File: src/hw/rtl/frame_playback_sequencer_assert.svh
// ----------------------------------------------------------------------------
// frame playback sequencer assertion macros
// concurrent checks on a single clock with synchronous reset masking
// ----------------------------------------------------------------------------
`ifndef FRAME_PLAYBACK_SEQUENCER_ASSERT_SVH
`define FRAME_PLAYBACK_SEQUENCER_ASSERT_SVH

// consequent checked in the same cycle
`define FPS_ASSERT_SAME(lbl, clk, rst, ante, cons, msg) \
   lbl: assert property (@(posedge clk) disable iff (rst) (ante) |-> (cons)) else $error(msg);

// consequent checked in the following cycle
`define FPS_ASSERT_NEXT(lbl, clk, rst, ante, cons, msg) \
   lbl: assert property (@(posedge clk) disable iff (rst) (ante) |=> (cons)) else $error(msg);

`endif

File: src/hw/rtl/fps_pkg.sv
// ----------------------------------------------------------------------------
// fps_pkg
// shared codes, field widths and control/status bundles of the sequencer
// ----------------------------------------------------------------------------
package fps_pkg;

   localparam int MODE_W   = 3;
   localparam int TOTAL_W  = 16;
   localparam int PERIOD_W = 32;
   localparam int OP_W     = 3;
   localparam int DELTA_W  = 20;
   localparam int SEEK_W   = 16;
   localparam int LOOP_W   = 16;
   localparam int OUTF_W   = 16;
   localparam int CSR_AW   = 2;
   localparam int REQ_W    = 40;
   localparam int RSP_W    = 24;

   localparam logic [OP_W-1:0] OP_UPDATE    = 3'd0;
   localparam logic [OP_W-1:0] OP_PLAY      = 3'd1;
   localparam logic [OP_W-1:0] OP_PAUSE     = 3'd2;
   localparam logic [OP_W-1:0] OP_RESET_POS = 3'd3;
   localparam logic [OP_W-1:0] OP_SEEK      = 3'd4;

   localparam logic [MODE_W-1:0] MODE_STOP        = 3'd0;
   localparam logic [MODE_W-1:0] MODE_ONCE        = 3'd1;
   localparam logic [MODE_W-1:0] MODE_REVERT_ONCE = 3'd2;
   localparam logic [MODE_W-1:0] MODE_LOOP        = 3'd3;
   localparam logic [MODE_W-1:0] MODE_REVERT_LOOP = 3'd4;
   localparam logic [MODE_W-1:0] MODE_PING_PONG   = 3'd5;

   localparam logic [CSR_AW-1:0] CSR_PLAY_MODE    = 2'd0;
   localparam logic [CSR_AW-1:0] CSR_FRAME_TOTAL  = 2'd1;
   localparam logic [CSR_AW-1:0] CSR_FRAME_PERIOD = 2'd2;

   localparam logic [MODE_W-1:0]   RST_PLAY_MODE    = MODE_LOOP;
   localparam logic [TOTAL_W-1:0]  RST_FRAME_TOTAL  = 16'd0;
   localparam logic [PERIOD_W-1:0] RST_FRAME_PERIOD = 32'd33333;

   typedef struct packed {
      logic load;
      logic simple;
      logic acc_add;
      logic steps_one;
      logic div_period;
      logic take_period;
      logic calc_f;
      logic div_loop;
      logic bump;
      logic clamp;
      logic div_mod;
      logic take_mod;
      logic apply;
      logic emit;
   } cmd_type;

   typedef struct packed {
      logic do_update;
      logic period_zero;
      logic steps_zero;
      logic wrap;
      logic need_mod;
      logic div_done;
      logic div_busy;
      logic slot_free;
   } stat_type;

endpackage

File: src/hw/rtl/fps_div.sv
// ----------------------------------------------------------------------------
// fps_div
// radix-2 restoring divider, one quotient bit per cycle
// ----------------------------------------------------------------------------
module fps_div #(
   parameter int DIVIDEND_W = 33,
   parameter int DIVISOR_W  = 32
) (
   input  logic                  clock,
   input  logic                  reset,
   input  logic                  start,
   input  logic [DIVIDEND_W-1:0] dividend,
   input  logic [DIVISOR_W-1:0]  divisor,
   output logic                  busy,
   output logic                  done,
   output logic [DIVIDEND_W-1:0] quotient,
   output logic [DIVISOR_W-1:0]  remainder
);

   localparam int CW = $clog2(DIVIDEND_W + 1);

   logic [DIVIDEND_W-1:0] quo_ff, quo_in;
   logic [DIVISOR_W-1:0]  rem_ff, rem_in;
   logic [DIVISOR_W-1:0]  dvs_ff, dvs_in;
   logic [CW-1:0]         cnt_ff, cnt_in;
   logic                  busy_ff, busy_in;
   logic                  done_ff, done_in;
   logic [DIVISOR_W:0]    trial;
   logic [DIVISOR_W:0]    diff;
   logic                  ge;

   assign trial = {rem_ff, quo_ff[DIVIDEND_W-1]};
   assign ge    = trial >= {1'b0, dvs_ff};
   assign diff  = trial - {1'b0, dvs_ff};

   always_comb begin
      quo_in  = quo_ff;
      rem_in  = rem_ff;
      dvs_in  = dvs_ff;
      cnt_in  = cnt_ff;
      busy_in = busy_ff;
      done_in = 1'b0;
      if (start) begin
         quo_in  = dividend;
         rem_in  = '0;
         dvs_in  = divisor;
         cnt_in  = CW'(DIVIDEND_W);
         busy_in = 1'b1;
      end else if (busy_ff) begin
         rem_in = ge ? diff[DIVISOR_W-1:0] : trial[DIVISOR_W-1:0];
         quo_in = {quo_ff[DIVIDEND_W-2:0], ge};
         cnt_in = cnt_ff - CW'(1);
         if (cnt_ff == CW'(1)) begin
            busy_in = 1'b0;
            done_in = 1'b1;
         end
      end
   end

   always_ff @(posedge clock) begin
      if (reset) begin
         busy_ff <= 1'b0;
         done_ff <= 1'b0;
         cnt_ff  <= '0;
      end else begin
         busy_ff <= busy_in;
         done_ff <= done_in;
         cnt_ff  <= cnt_in;
      end
      quo_ff <= quo_in;
      rem_ff <= rem_in;
      dvs_ff <= dvs_in;
   end

   assign busy      = busy_ff;
   assign done      = done_ff;
   assign quotient  = quo_ff;
   assign remainder = rem_ff;

endmodule

File: src/hw/rtl/fps_ctrl.sv
// ----------------------------------------------------------------------------
// fps_ctrl
// sequencing state machine: issues datapath commands for one beat at a time
// ----------------------------------------------------------------------------
module fps_ctrl import fps_pkg::*; (
   input  logic     clock,
   input  logic     reset,
   input  logic     req_tvalid,
   output logic     req_tready,
   input  stat_type stat,
   output cmd_type  cmd
);

   localparam logic [3:0] S_IDLE     = 4'd0;
   localparam logic [3:0] S_DISPATCH = 4'd1;
   localparam logic [3:0] S_PERIOD   = 4'd2;
   localparam logic [3:0] S_DIVP     = 4'd3;
   localparam logic [3:0] S_ADV      = 4'd4;
   localparam logic [3:0] S_WRAP     = 4'd5;
   localparam logic [3:0] S_DIVL     = 4'd6;
   localparam logic [3:0] S_DIVM     = 4'd7;
   localparam logic [3:0] S_FIN      = 4'd8;
   localparam logic [3:0] S_DONE     = 4'd9;

   logic [3:0] state_ff, state_in;

   assign req_tready = state_ff == S_IDLE;

   always_comb begin
      state_in = state_ff;
      cmd      = '0;
      case (state_ff)
         S_IDLE: begin
            if (req_tvalid) begin
               cmd.load = 1'b1;
               state_in = S_DISPATCH;
            end
         end
         S_DISPATCH: begin
            if (stat.do_update) begin
               cmd.acc_add = 1'b1;
               state_in    = S_PERIOD;
            end else begin
               cmd.simple = 1'b1;
               state_in   = S_DONE;
            end
         end
         S_PERIOD: begin
            if (stat.period_zero) begin
               cmd.steps_one = 1'b1;
               state_in      = S_ADV;
            end else begin
               cmd.div_period = 1'b1;
               state_in       = S_DIVP;
            end
         end
         S_DIVP: begin
            if (stat.div_done) begin
               cmd.take_period = 1'b1;
               state_in        = S_ADV;
            end
         end
         S_ADV: begin
            if (stat.steps_zero) begin
               state_in = S_DONE;
            end else begin
               cmd.calc_f = 1'b1;
               state_in   = S_WRAP;
            end
         end
         S_WRAP: begin
            if (stat.wrap) begin
               cmd.div_loop = 1'b1;
               state_in     = S_DIVL;
            end else begin
               state_in = S_FIN;
            end
         end
         S_DIVL: begin
            if (stat.div_done) begin
               cmd.bump = 1'b1;
               if (stat.need_mod) begin
                  cmd.div_mod = 1'b1;
                  state_in    = S_DIVM;
               end else begin
                  cmd.clamp = 1'b1;
                  state_in  = S_FIN;
               end
            end
         end
         S_DIVM: begin
            if (stat.div_done) begin
               cmd.take_mod = 1'b1;
               state_in     = S_FIN;
            end
         end
         S_FIN: begin
            cmd.apply = 1'b1;
            state_in  = S_DONE;
         end
         S_DONE: begin
            if (stat.slot_free) begin
               cmd.emit = 1'b1;
               state_in = S_IDLE;
            end
         end
         default: begin
            state_in = S_IDLE;
         end
      endcase
   end

   always_ff @(posedge clock) begin
      if (reset) begin
         state_ff <= S_IDLE;
      end else begin
         state_ff <= state_in;
      end
   end

endmodule

File: src/hw/rtl/fps_dp.sv
// ----------------------------------------------------------------------------
// fps_dp
// playback state, configuration registers, frame arithmetic and result slot
// ----------------------------------------------------------------------------
module fps_dp import fps_pkg::*; #(
   parameter int FRAME_BITS = 16,
   parameter int TIME_BITS  = 32
) (
   input  logic              clock,
   input  logic              reset,
   input  cmd_type           cmd,
   output stat_type          stat,
   input  logic              csr_wr_en,
   input  logic [CSR_AW-1:0] csr_addr,
   input  logic [31:0]       csr_wdata,
   input  logic [REQ_W-1:0]  req_tdata,
   output logic              rsp_tvalid,
   input  logic              rsp_tready,
   output logic [RSP_W-1:0]  rsp_tdata
);

   localparam int DW   = ((TIME_BITS > FRAME_BITS) ? TIME_BITS : FRAME_BITS) + 1;
   localparam int IW   = DW + 1;
   localparam int SUMW = ((TIME_BITS > DELTA_W) ? TIME_BITS : DELTA_W) + 1;
   localparam int CMPW = (FRAME_BITS > TOTAL_W) ? FRAME_BITS : TOTAL_W;

   logic [MODE_W-1:0]     mode_ff, mode_in;
   logic [TOTAL_W-1:0]    total_ff, total_in;
   logic [PERIOD_W-1:0]   period_ff, period_in;
   logic [OP_W-1:0]       op_ff, op_in;
   logic [DELTA_W-1:0]    delta_ff, delta_in;
   logic [SEEK_W-1:0]     seek_ff, seek_in;
   logic [FRAME_BITS-1:0] cur_ff, cur_in;
   logic [LOOP_W-1:0]     loop_ff, loop_in;
   logic [TIME_BITS-1:0]  acc_ff, acc_in;
   logic                  play_ff, play_in;
   logic [TIME_BITS-1:0]  steps_ff, steps_in;
   logic [DW-1:0]         fval_ff, fval_in;
   logic                  fwd_ff, fwd_in;
   logic                  wrap_ff, wrap_in;
   logic                  changed_ff, changed_in;
   logic                  rejected_ff, rejected_in;
   logic                  rsp_valid_ff, rsp_valid_in;
   logic [RSP_W-1:0]      rsp_data_ff, rsp_data_in;

   logic                  div_start;
   logic [DW-1:0]         div_dividend;
   logic [PERIOD_W-1:0]   div_divisor;
   logic                  div_busy;
   logic                  div_done;
   logic [DW-1:0]         div_quo;
   logic [PERIOD_W-1:0]   div_rem;

   logic [SUMW-1:0]       acc_sum;
   logic [TIME_BITS-1:0]  acc_sat;
   logic [TOTAL_W-1:0]    last;
   logic [TOTAL_W-1:0]    reset_frame;
   logic                  fwd_now;
   logic                  active_mode;
   logic [DW-1:0]         cur_w;
   logic [DW-1:0]         steps_w;
   logic [DW-1:0]         fwd_sum;
   logic [IW-1:0]         loop_inc;
   logic [IW-1:0]         loop_room;
   logic                  fval_fits;
   logic [FRAME_BITS-1:0] cur_next;
   logic                  stop_now;
   logic                  at_end;

   fps_div #(
      .DIVIDEND_W(DW),
      .DIVISOR_W (PERIOD_W)
   ) u_div (
      .clock    (clock),
      .reset    (reset),
      .start    (div_start),
      .dividend (div_dividend),
      .divisor  (div_divisor),
      .busy     (div_busy),
      .done     (div_done),
      .quotient (div_quo),
      .remainder(div_rem)
   );

   assign div_start    = cmd.div_period | cmd.div_loop | cmd.div_mod;
   assign div_dividend = cmd.div_period ? DW'(acc_ff) : fval_ff;
   assign div_divisor  = cmd.div_period ? period_ff :
                         cmd.div_loop   ? PERIOD_W'(total_ff) + PERIOD_W'(1) :
                                          PERIOD_W'(total_ff);

   assign acc_sum     = SUMW'(acc_ff) + SUMW'(delta_ff);
   assign acc_sat     = (acc_sum > SUMW'({TIME_BITS{1'b1}})) ? {TIME_BITS{1'b1}} :
                        TIME_BITS'(acc_sum);
   assign last        = total_ff - TOTAL_W'(1);
   assign reset_frame = ((mode_ff == MODE_REVERT_ONCE) || (mode_ff == MODE_REVERT_LOOP)) ?
                        ((total_ff == '0) ? '0 : last) : '0;
   assign fwd_now     = (mode_ff == MODE_ONCE) || (mode_ff == MODE_LOOP) ||
                        ((mode_ff == MODE_PING_PONG) && !loop_ff[0]);
   assign active_mode = (mode_ff >= MODE_ONCE) && (mode_ff <= MODE_PING_PONG);
   assign cur_w       = DW'(cur_ff);
   assign steps_w     = DW'(steps_ff);
   assign fwd_sum     = cur_w + steps_w;
   assign loop_inc    = IW'(div_quo) + IW'(1);
   assign loop_room   = IW'(LOOP_W'('1) - loop_ff);
   assign fval_fits   = fval_ff < DW'(total_ff);
   assign cur_next    = fval_fits ? FRAME_BITS'(fval_ff) : cur_ff;
   assign stop_now    = ((mode_ff == MODE_ONCE) && (CMPW'(cur_next) == CMPW'(last))) ||
                        ((mode_ff == MODE_REVERT_ONCE) && (cur_next == '0));
   assign at_end      = (mode_ff == MODE_ONCE) ?
                        ((total_ff != '0) && (CMPW'(cur_ff) >= CMPW'(last))) :
                        (mode_ff == MODE_REVERT_ONCE) ? (cur_ff == '0) : 1'b0;

   assign stat.do_update   = (op_ff == OP_UPDATE) && (total_ff >= TOTAL_W'(2)) &&
                             play_ff && active_mode;
   assign stat.period_zero = period_ff == '0;
   assign stat.steps_zero  = steps_ff == '0;
   assign stat.wrap        = wrap_ff;
   assign stat.need_mod    = fwd_ff ? (mode_ff == MODE_LOOP) : (mode_ff == MODE_REVERT_LOOP);
   assign stat.div_done    = div_done;
   assign stat.div_busy    = div_busy;
   assign stat.slot_free   = !rsp_valid_ff || rsp_tready;

   always_comb begin
      mode_in      = mode_ff;
      total_in     = total_ff;
      period_in    = period_ff;
      op_in        = op_ff;
      delta_in     = delta_ff;
      seek_in      = seek_ff;
      cur_in       = cur_ff;
      loop_in      = loop_ff;
      acc_in       = acc_ff;
      play_in      = play_ff;
      steps_in     = steps_ff;
      fval_in      = fval_ff;
      fwd_in       = fwd_ff;
      wrap_in      = wrap_ff;
      changed_in   = changed_ff;
      rejected_in  = rejected_ff;
      rsp_valid_in = rsp_valid_ff;
      rsp_data_in  = rsp_data_ff;

      if (csr_wr_en) begin
         case (csr_addr)
            CSR_PLAY_MODE:    mode_in   = csr_wdata[MODE_W-1:0];
            CSR_FRAME_TOTAL:  total_in  = csr_wdata[TOTAL_W-1:0];
            CSR_FRAME_PERIOD: period_in = csr_wdata[PERIOD_W-1:0];
            default: ;
         endcase
      end

      if (cmd.load) begin
         op_in       = req_tdata[OP_W-1:0];
         delta_in    = req_tdata[OP_W +: DELTA_W];
         seek_in     = req_tdata[OP_W+DELTA_W +: SEEK_W];
         changed_in  = 1'b0;
         rejected_in = 1'b0;
      end

      if (cmd.simple) begin
         case (op_ff)
            OP_PLAY: begin
               if (!play_ff) begin
                  play_in = 1'b1;
                  loop_in = '0;
                  acc_in  = '0;
               end
            end
            OP_PAUSE: begin
               if (play_ff) begin
                  play_in = 1'b0;
                  loop_in = '0;
                  acc_in  = '0;
               end
            end
            OP_RESET_POS: begin
               loop_in = '0;
               acc_in  = '0;
               if (reset_frame < total_ff) begin
                  cur_in     = FRAME_BITS'(reset_frame);
                  changed_in = 1'b1;
               end else begin
                  rejected_in = 1'b1;
               end
            end
            OP_SEEK: begin
               if (seek_ff < total_ff) begin
                  cur_in     = FRAME_BITS'(seek_ff);
                  changed_in = 1'b1;
               end else begin
                  rejected_in = 1'b1;
               end
            end
            default: ;
         endcase
      end

      if (cmd.acc_add) begin
         acc_in = acc_sat;
      end

      if (cmd.steps_one) begin
         steps_in = TIME_BITS'(1);
      end

      if (cmd.take_period) begin
         acc_in   = TIME_BITS'(div_rem);
         steps_in = TIME_BITS'(div_quo);
      end

      if (cmd.calc_f) begin
         fwd_in = fwd_now;
         if (fwd_now) begin
            fval_in = fwd_sum;
            wrap_in = fwd_sum >= DW'(last);
         end else if (steps_w >= cur_w) begin
            // backward to or past frame zero: keep the overshoot magnitude
            fval_in = steps_w - cur_w;
            wrap_in = 1'b1;
         end else begin
            fval_in = cur_w - steps_w;
            wrap_in = 1'b0;
         end
      end

      if (cmd.bump) begin
         loop_in = (loop_inc >= loop_room) ? LOOP_W'('1) : loop_ff + LOOP_W'(loop_inc);
      end

      if (cmd.clamp) begin
         fval_in = fwd_ff ? DW'(last) : '0;
      end

      if (cmd.take_mod) begin
         if (fwd_ff) begin
            fval_in = DW'(div_rem);
         end else begin
            fval_in = (div_rem == '0) ? '0 : DW'(total_ff - TOTAL_W'(div_rem));
         end
      end

      if (cmd.apply) begin
         cur_in     = cur_next;
         changed_in = fval_fits;
         if (stop_now) begin
            play_in = 1'b0;
            loop_in = '0;
            acc_in  = '0;
         end
      end

      if (rsp_tready) begin
         rsp_valid_in = 1'b0;
      end
      if (cmd.emit) begin
         rsp_valid_in = 1'b1;
         rsp_data_in  = {4'b0000, rejected_ff, changed_ff, at_end, play_ff, OUTF_W'(cur_ff)};
      end
   end

   always_ff @(posedge clock) begin
      if (reset) begin
         mode_ff      <= RST_PLAY_MODE;
         total_ff     <= RST_FRAME_TOTAL;
         period_ff    <= RST_FRAME_PERIOD;
         cur_ff       <= '0;
         loop_ff      <= '0;
         acc_ff       <= '0;
         play_ff      <= 1'b0;
         rsp_valid_ff <= 1'b0;
      end else begin
         mode_ff      <= mode_in;
         total_ff     <= total_in;
         period_ff    <= period_in;
         cur_ff       <= cur_in;
         loop_ff      <= loop_in;
         acc_ff       <= acc_in;
         play_ff      <= play_in;
         rsp_valid_ff <= rsp_valid_in;
      end
      op_ff       <= op_in;
      delta_ff    <= delta_in;
      seek_ff     <= seek_in;
      steps_ff    <= steps_in;
      fval_ff     <= fval_in;
      fwd_ff      <= fwd_in;
      wrap_ff     <= wrap_in;
      changed_ff  <= changed_in;
      rejected_ff <= rejected_in;
      rsp_data_ff <= rsp_data_in;
   end

   assign rsp_tvalid = rsp_valid_ff;
   assign rsp_tdata  = rsp_data_ff;

endmodule

File: src/hw/rtl/frame_playback_sequencer.sv
// ----------------------------------------------------------------------------
// frame_playback_sequencer
// animation frame sequencer: time updates, play/pause, reset position, seek
// ----------------------------------------------------------------------------
// usage
//   req_ channel carries one command beat (op, delta_time, seek_frame); every
//   beat yields exactly one rsp_ beat with the frame index and status flags.
//   csr_ port writes play_mode, frame_total and frame_period; user must do so only while idle (unchecked).
//   one beat is processed at a time; req_tready is high only between beats.
//   play, pause, reset position and seek: dispatch, then done, which loads
//   the result register. time update: paced by the shared one-bit-per-cycle
//   divider, used for the period split, the loop count and the wrap modulo;
//   with no wrap only the period split runs.
//   the result sits in an output register, so a new beat is accepted while
//   the previous result waits; a stalled receiver only holds the next result.
//   reset clears frame, loop count, time accumulator and playing flag, and
//   loads the register defaults (loop mode, no frames, 33333 ticks).
// ----------------------------------------------------------------------------
`include "frame_playback_sequencer_assert.svh"

module frame_playback_sequencer import fps_pkg::*; #(
   parameter int FRAME_BITS = 16,
   parameter int TIME_BITS  = 32
) (
   input  logic              clock,
   input  logic              reset,
   input  logic              req_tvalid,
   output logic              req_tready,
   input  logic [REQ_W-1:0]  req_tdata,   // op, delta_time, seek_frame
   output logic              rsp_tvalid,
   input  logic              rsp_tready,
   output logic [RSP_W-1:0]  rsp_tdata,   // frame_now, is_playing, at_end,
                                          // frame_changed, seek_rejected
   input  logic              csr_wr_en,
   input  logic [CSR_AW-1:0] csr_addr,
   input  logic [31:0]       csr_wdata
);

   cmd_type  cmd;
   stat_type stat;

   fps_ctrl u_ctrl (
      .clock     (clock),
      .reset     (reset),
      .req_tvalid(req_tvalid),
      .req_tready(req_tready),
      .stat      (stat),
      .cmd       (cmd)
   );

   fps_dp #(
      .FRAME_BITS(FRAME_BITS),
      .TIME_BITS (TIME_BITS)
   ) u_dp (
      .clock     (clock),
      .reset     (reset),
      .cmd       (cmd),
      .stat      (stat),
      .csr_wr_en (csr_wr_en),
      .csr_addr  (csr_addr),
      .csr_wdata (csr_wdata),
      .req_tdata (req_tdata),
      .rsp_tvalid(rsp_tvalid),
      .rsp_tready(rsp_tready),
      .rsp_tdata (rsp_tdata)
   );

   `FPS_ASSERT_NEXT(a_one_in_flight, clock, reset, req_tvalid && req_tready, !req_tready, "beat accepted while another is in progress")
   `FPS_ASSERT_SAME(a_no_overwrite, clock, reset, cmd.emit, !rsp_tvalid || rsp_tready, "pending result overwritten")
   `FPS_ASSERT_SAME(a_div_idle, clock, reset, cmd.div_period || cmd.div_loop || cmd.div_mod, !stat.div_busy, "divider restarted while busy")

endmodule

File: config.mk
export PLATFORM = sky130hd
export DESIGN_NAME = frame_playback_sequencer
export DESIGN_NICKNAME = d
export VERILOG_FILES = /design/src/hw/rtl/fps_pkg.sv /design/src/hw/rtl/fps_div.sv /design/src/hw/rtl/fps_ctrl.sv /design/src/hw/rtl/fps_dp.sv /design/src/hw/rtl/frame_playback_sequencer.sv
export VERILOG_INCLUDE_DIRS = /design/src /design/src/hw/rtl
export SDC_FILE = /design/constraint.sdc
export NUM_CORES = 1
export LEC_CHECK = 0
export ABC_CLOCK_PERIOD_IN_PS = 8800
export BUFFER_PORTS_ARGS = -buffer_cell sky130_fd_sc_hd__buf_2
export CORE_MARGIN = 10
export CORE_UTILIZATION = 55
export CTS_CLUSTER_DIAMETER = 120
export CTS_CLUSTER_SIZE = 28
export DETAILED_ROUTE_END_ITERATION = 7
export GPL_ROUTABILITY_DRIVEN = 1
export GPL_TIMING_DRIVEN = 0
export PLACE_DENSITY_LB_ADDON = 0.2
export SLEW_MARGIN = 20
export SYNTH_ARGS = -nofsm -noshare
export SYNTH_HDL_FRONTEND = slang
export SYNTH_SLANG_ARGS = --single-unit
File: constraint.sdc
create_clock -name clock -period 8.8 [get_ports clock]
set_input_delay 0.44 -clock clock [delete_from_list [all_inputs] [get_ports clock]]
set_output_delay 0.44 -clock clock [all_outputs]
set_load 0.005 [all_outputs]
==> flow_metrics.tcl <==
set metrics [dict create \
    synth_top_flop_cell "edfxtp_1" \
    die_w_um 238.8 \
    status "complete, no violations" \
    numCtsBuffers 17 \
    antenna_found_initial 1 \
    ctsResizeCount 0 \
    critPathRequiredTime_ns 9.08 \
    slew_violations 0 \
    core-area_um2 47550 \
    antenna_left 0 \
    yosysUniqueCellTypes 99 \
    routabilityCongestion 1.036 \
    min_path_type "input pin to flop" \
    htree_levels 1 \
    ys.warnings.count 0 \
    leakage_nw 10.97 \
    synth_area_um2 26330 \
    drive_gt1_share_pct 7.007 \
    synthCells 3131 \
    setup_tns_ns 0 \
    start_util_pct 55.38 \
    grt_pass1_vias 24040 \
    die_y_um 238.8 \
    setup_ws_ns 3.062 \
    finalCritPeriodShare_pct 65.20 \
    ys_seq_area_share_pct 34.17 \
    grt.total_usage_pct 34.23 \
    cts_tree "done" \
    tightest_slew_ns 1.205 \
    grt_pass1_wl_um 149500 \
    maxClockFrequency_mhz 174.3 \
    dr.pass1.iters 6 \
    grt_max_degree 34 \
    clk_path_buf_depth 3 \
    clkSlewWorstSetupHoldPaths_ns 0.13 \
    synth_enable_flop_cells 191 \
    io-pin-count 105 \
    synth_area_leader_cell "edfxtp_1" \
    critPathArrivalTime_ns 6.01 \
    finClkSkew_ns 0.05225 \
    cts_root_buf "clkbuf_16" \
    synthDominantCellAreaShare_pct 21.78 \
    die_area_um2 57030 \
    cp_max_fo 6 \
    drt_iter0_markers 3332 \
    irDropWorstVdd_uv 212.8 \
    cp-start-kind "flop" \
    holdBufCountCts 0 \
    critPathKind "flop to flop" \
    cts.sinks 354 \
    powerDensity_nw_per_um2 167.5 \
    setup_viol 0 \
    rsz0062_at_grt "false" \
    drc 0 \
    pre_cts_ws_ns 3.257 \
    ys_seq_elements 354 \
    cp-end-kind "flop" \
    clk_latency_ns 0.57 \
    wire_per_inst_um 26.08 \
    cap_violations 0 \
    via_count 26070 \
    relSlewSlack_pct 19.10 \
    period_needed_ns 5.738 \
    hold_viol_final 0 \
    syn_avg_cell_area_um2 8.410 \
    syn_to_final_growth_pct 7.446 \
    overflow 0 \
    nNetsFinal 3559 \
    synth.area.top_cells "edfxtp_1, dfxtp_1, ha_1, a21oi_1, nand2_1" \
    wirelength_um 101300 \
    io_buffers 98 \
    post-cts-setup-buffers 0 \
    final.fill_count 4276 \
    viasPerCell 6.712 \
    fp-row-count 80 \
    synthArstFlopShare_pct 0 \
    dpl.hpwl_um 79660 \
]
## Yosys cell counts (19+ instances only)
cell type,instances
xnor2_1,114
a21o_1,61
inv_1,148
o21a_1,23
nor4_1,47
a221oi_1,19
mux2i_1,29
and3_1,50
a211oi_1,58
o21ai_0,158
nor2b_1,30
o31ai_1,20
nand2_1,368
edfxtp_1,191
and2_1,27
a21oi_1,286
dfxtp_1,163
xor2_1,61
clkbuf_1,130
o211ai_1,44
ha_1,216
nor3_1,70
a31oi_1,51
nand3_1,88
nor2_1,262
nand4_1,48
nand2b_1,36
## per-layer routing
layer	wire [um]	GRT usage (%)
met1	40410	45.49
met2	45320	54.22
met3	10400	5.210
met4	5170	15.15
met5	0	0
## cells by family after synthesis
logic type | synth area share, %
compound gates | 22.56
xor+xnor | 5.882
fa+ha+maj | 10.80
buf+inv | 4.961
flops | 34.17
mux | 1.402
other cells | 0.01424
simple gates | 20.21
## cell usage in the layout, fill, tap and decap left out, types with 15 or more instances in the layout
cell type,instances
a31oi_1,51
nand4_1,48
o211ai_1,44
o31ai_1,20
a211oi_1,58
edfxtp_1,191
or3_1,16
nand3b_1,15
nand2_1,365
nor4_1,47
inv_1,147
o21bai_1,17
nand3_1,88
o21a_1,23
nor3_1,68
buf_2,117
and3_1,50
xnor2_1,105
nor2_1,262
a21oi_1,286
mux2i_1,29
a21o_1,61
ha_1,216
and2_1,27
a22oi_1,18
a221oi_1,19
o21ai_0,158
dfxtp_1,163
clkbuf_16,17
nand2b_1,36
o22ai_1,16
xor2_1,61
clkbuf_1,139
nor2b_1,29
## where the power goes
group / internal (W) / switching (W)
Sequential: 0.00184 / 0.000228
Combinational: 0.000638 / 0.00106
Clock: 0.000380 / 0.000585
Total: 0.00286 / 0.00188
## stage by stage
stage	instances	hold slack, ns	util, %	area (um^2)	total power (W)
floorplan	3134	0.4081	-	26340	0.003124
global placement	3847	0.4216	58.06	27600	0.003680
detailed placement	3853	0.4348	58.39	27760	0.003724
CTS	3883	0.02320	59.47	28280	0.004663
global route	3883	0.02517	59.50	28290	0.004923
finish	3884	0.03250	59.51	28290	0.004740
## registers in the layout, indices dropped and copies added, names as in the netlist, 3 cells and up
register,cells
u_ctrl.state_ff,4
u_dp.acc_ff,32
u_dp.cur_ff,16
u_dp.delta_ff,20
u_dp.fval_ff,33
u_dp.loop_ff,16
u_dp.mode_ff,3
u_dp.op_ff,3
u_dp.period_ff,32
u_dp.rsp_tdata,20
u_dp.seek_ff,16
u_dp.steps_ff,32
u_dp.total_ff,16
u_dp.u_div.cnt_ff,6
u_dp.u_div.dvs_ff,32
u_dp.u_div.quotient,33
u_dp.u_div.remainder,32
## area by class of cell
cell class,instances,area (um^2),area share [%]
flip-flops and latches,354,8999,31.80
inverters,151,566.8,2.003
repair buffers,104,575.6,2.034
plain buffers,175,740.7,2.618
clock buffers,26,459.2,1.623
well taps,615,769.5,2.720
clock inverters,4,53.80,0.1902
diodes,1,2.502,0.008844
multi-input cells,2454,16130,57.00
## critical path, cell delays in order (launching register included)
cell and delay (ns):
edfxtp_1 0.68, inv_1 0.16, ha_1 0.42, nand2b_1 0.16, a221oi_1 0.11, o41ai_1 0.51, o21bai_1 0.21, a21oi_1 0.21
xor2_1 0.47, ha_1 0.35, o21ai_0 0.20, a31oi_1 0.06, a311oi_1 0.47, o21ai_0 0.20, a2111oi_0 0.65, nor4b_1 0.36
a31oi_1 0.22
## path summary, 6_finish.rpt
kind,startpoint,to,slack (ns),cells past startpoint
worst max-delay path,u_dp.steps_ff[1],u_dp.wrap_ff,3.06,16
worst min register to register,u_dp.rejected_ff,u_dp.rsp_tdata[19],0.47,0
worst min-delay path,req_tdata[38],u_dp.seek_ff[15],0.03,1
worst max register to register,u_dp.steps_ff[1],u_dp.wrap_ff,3.06,16
Power figures use the tool's default switching activity.
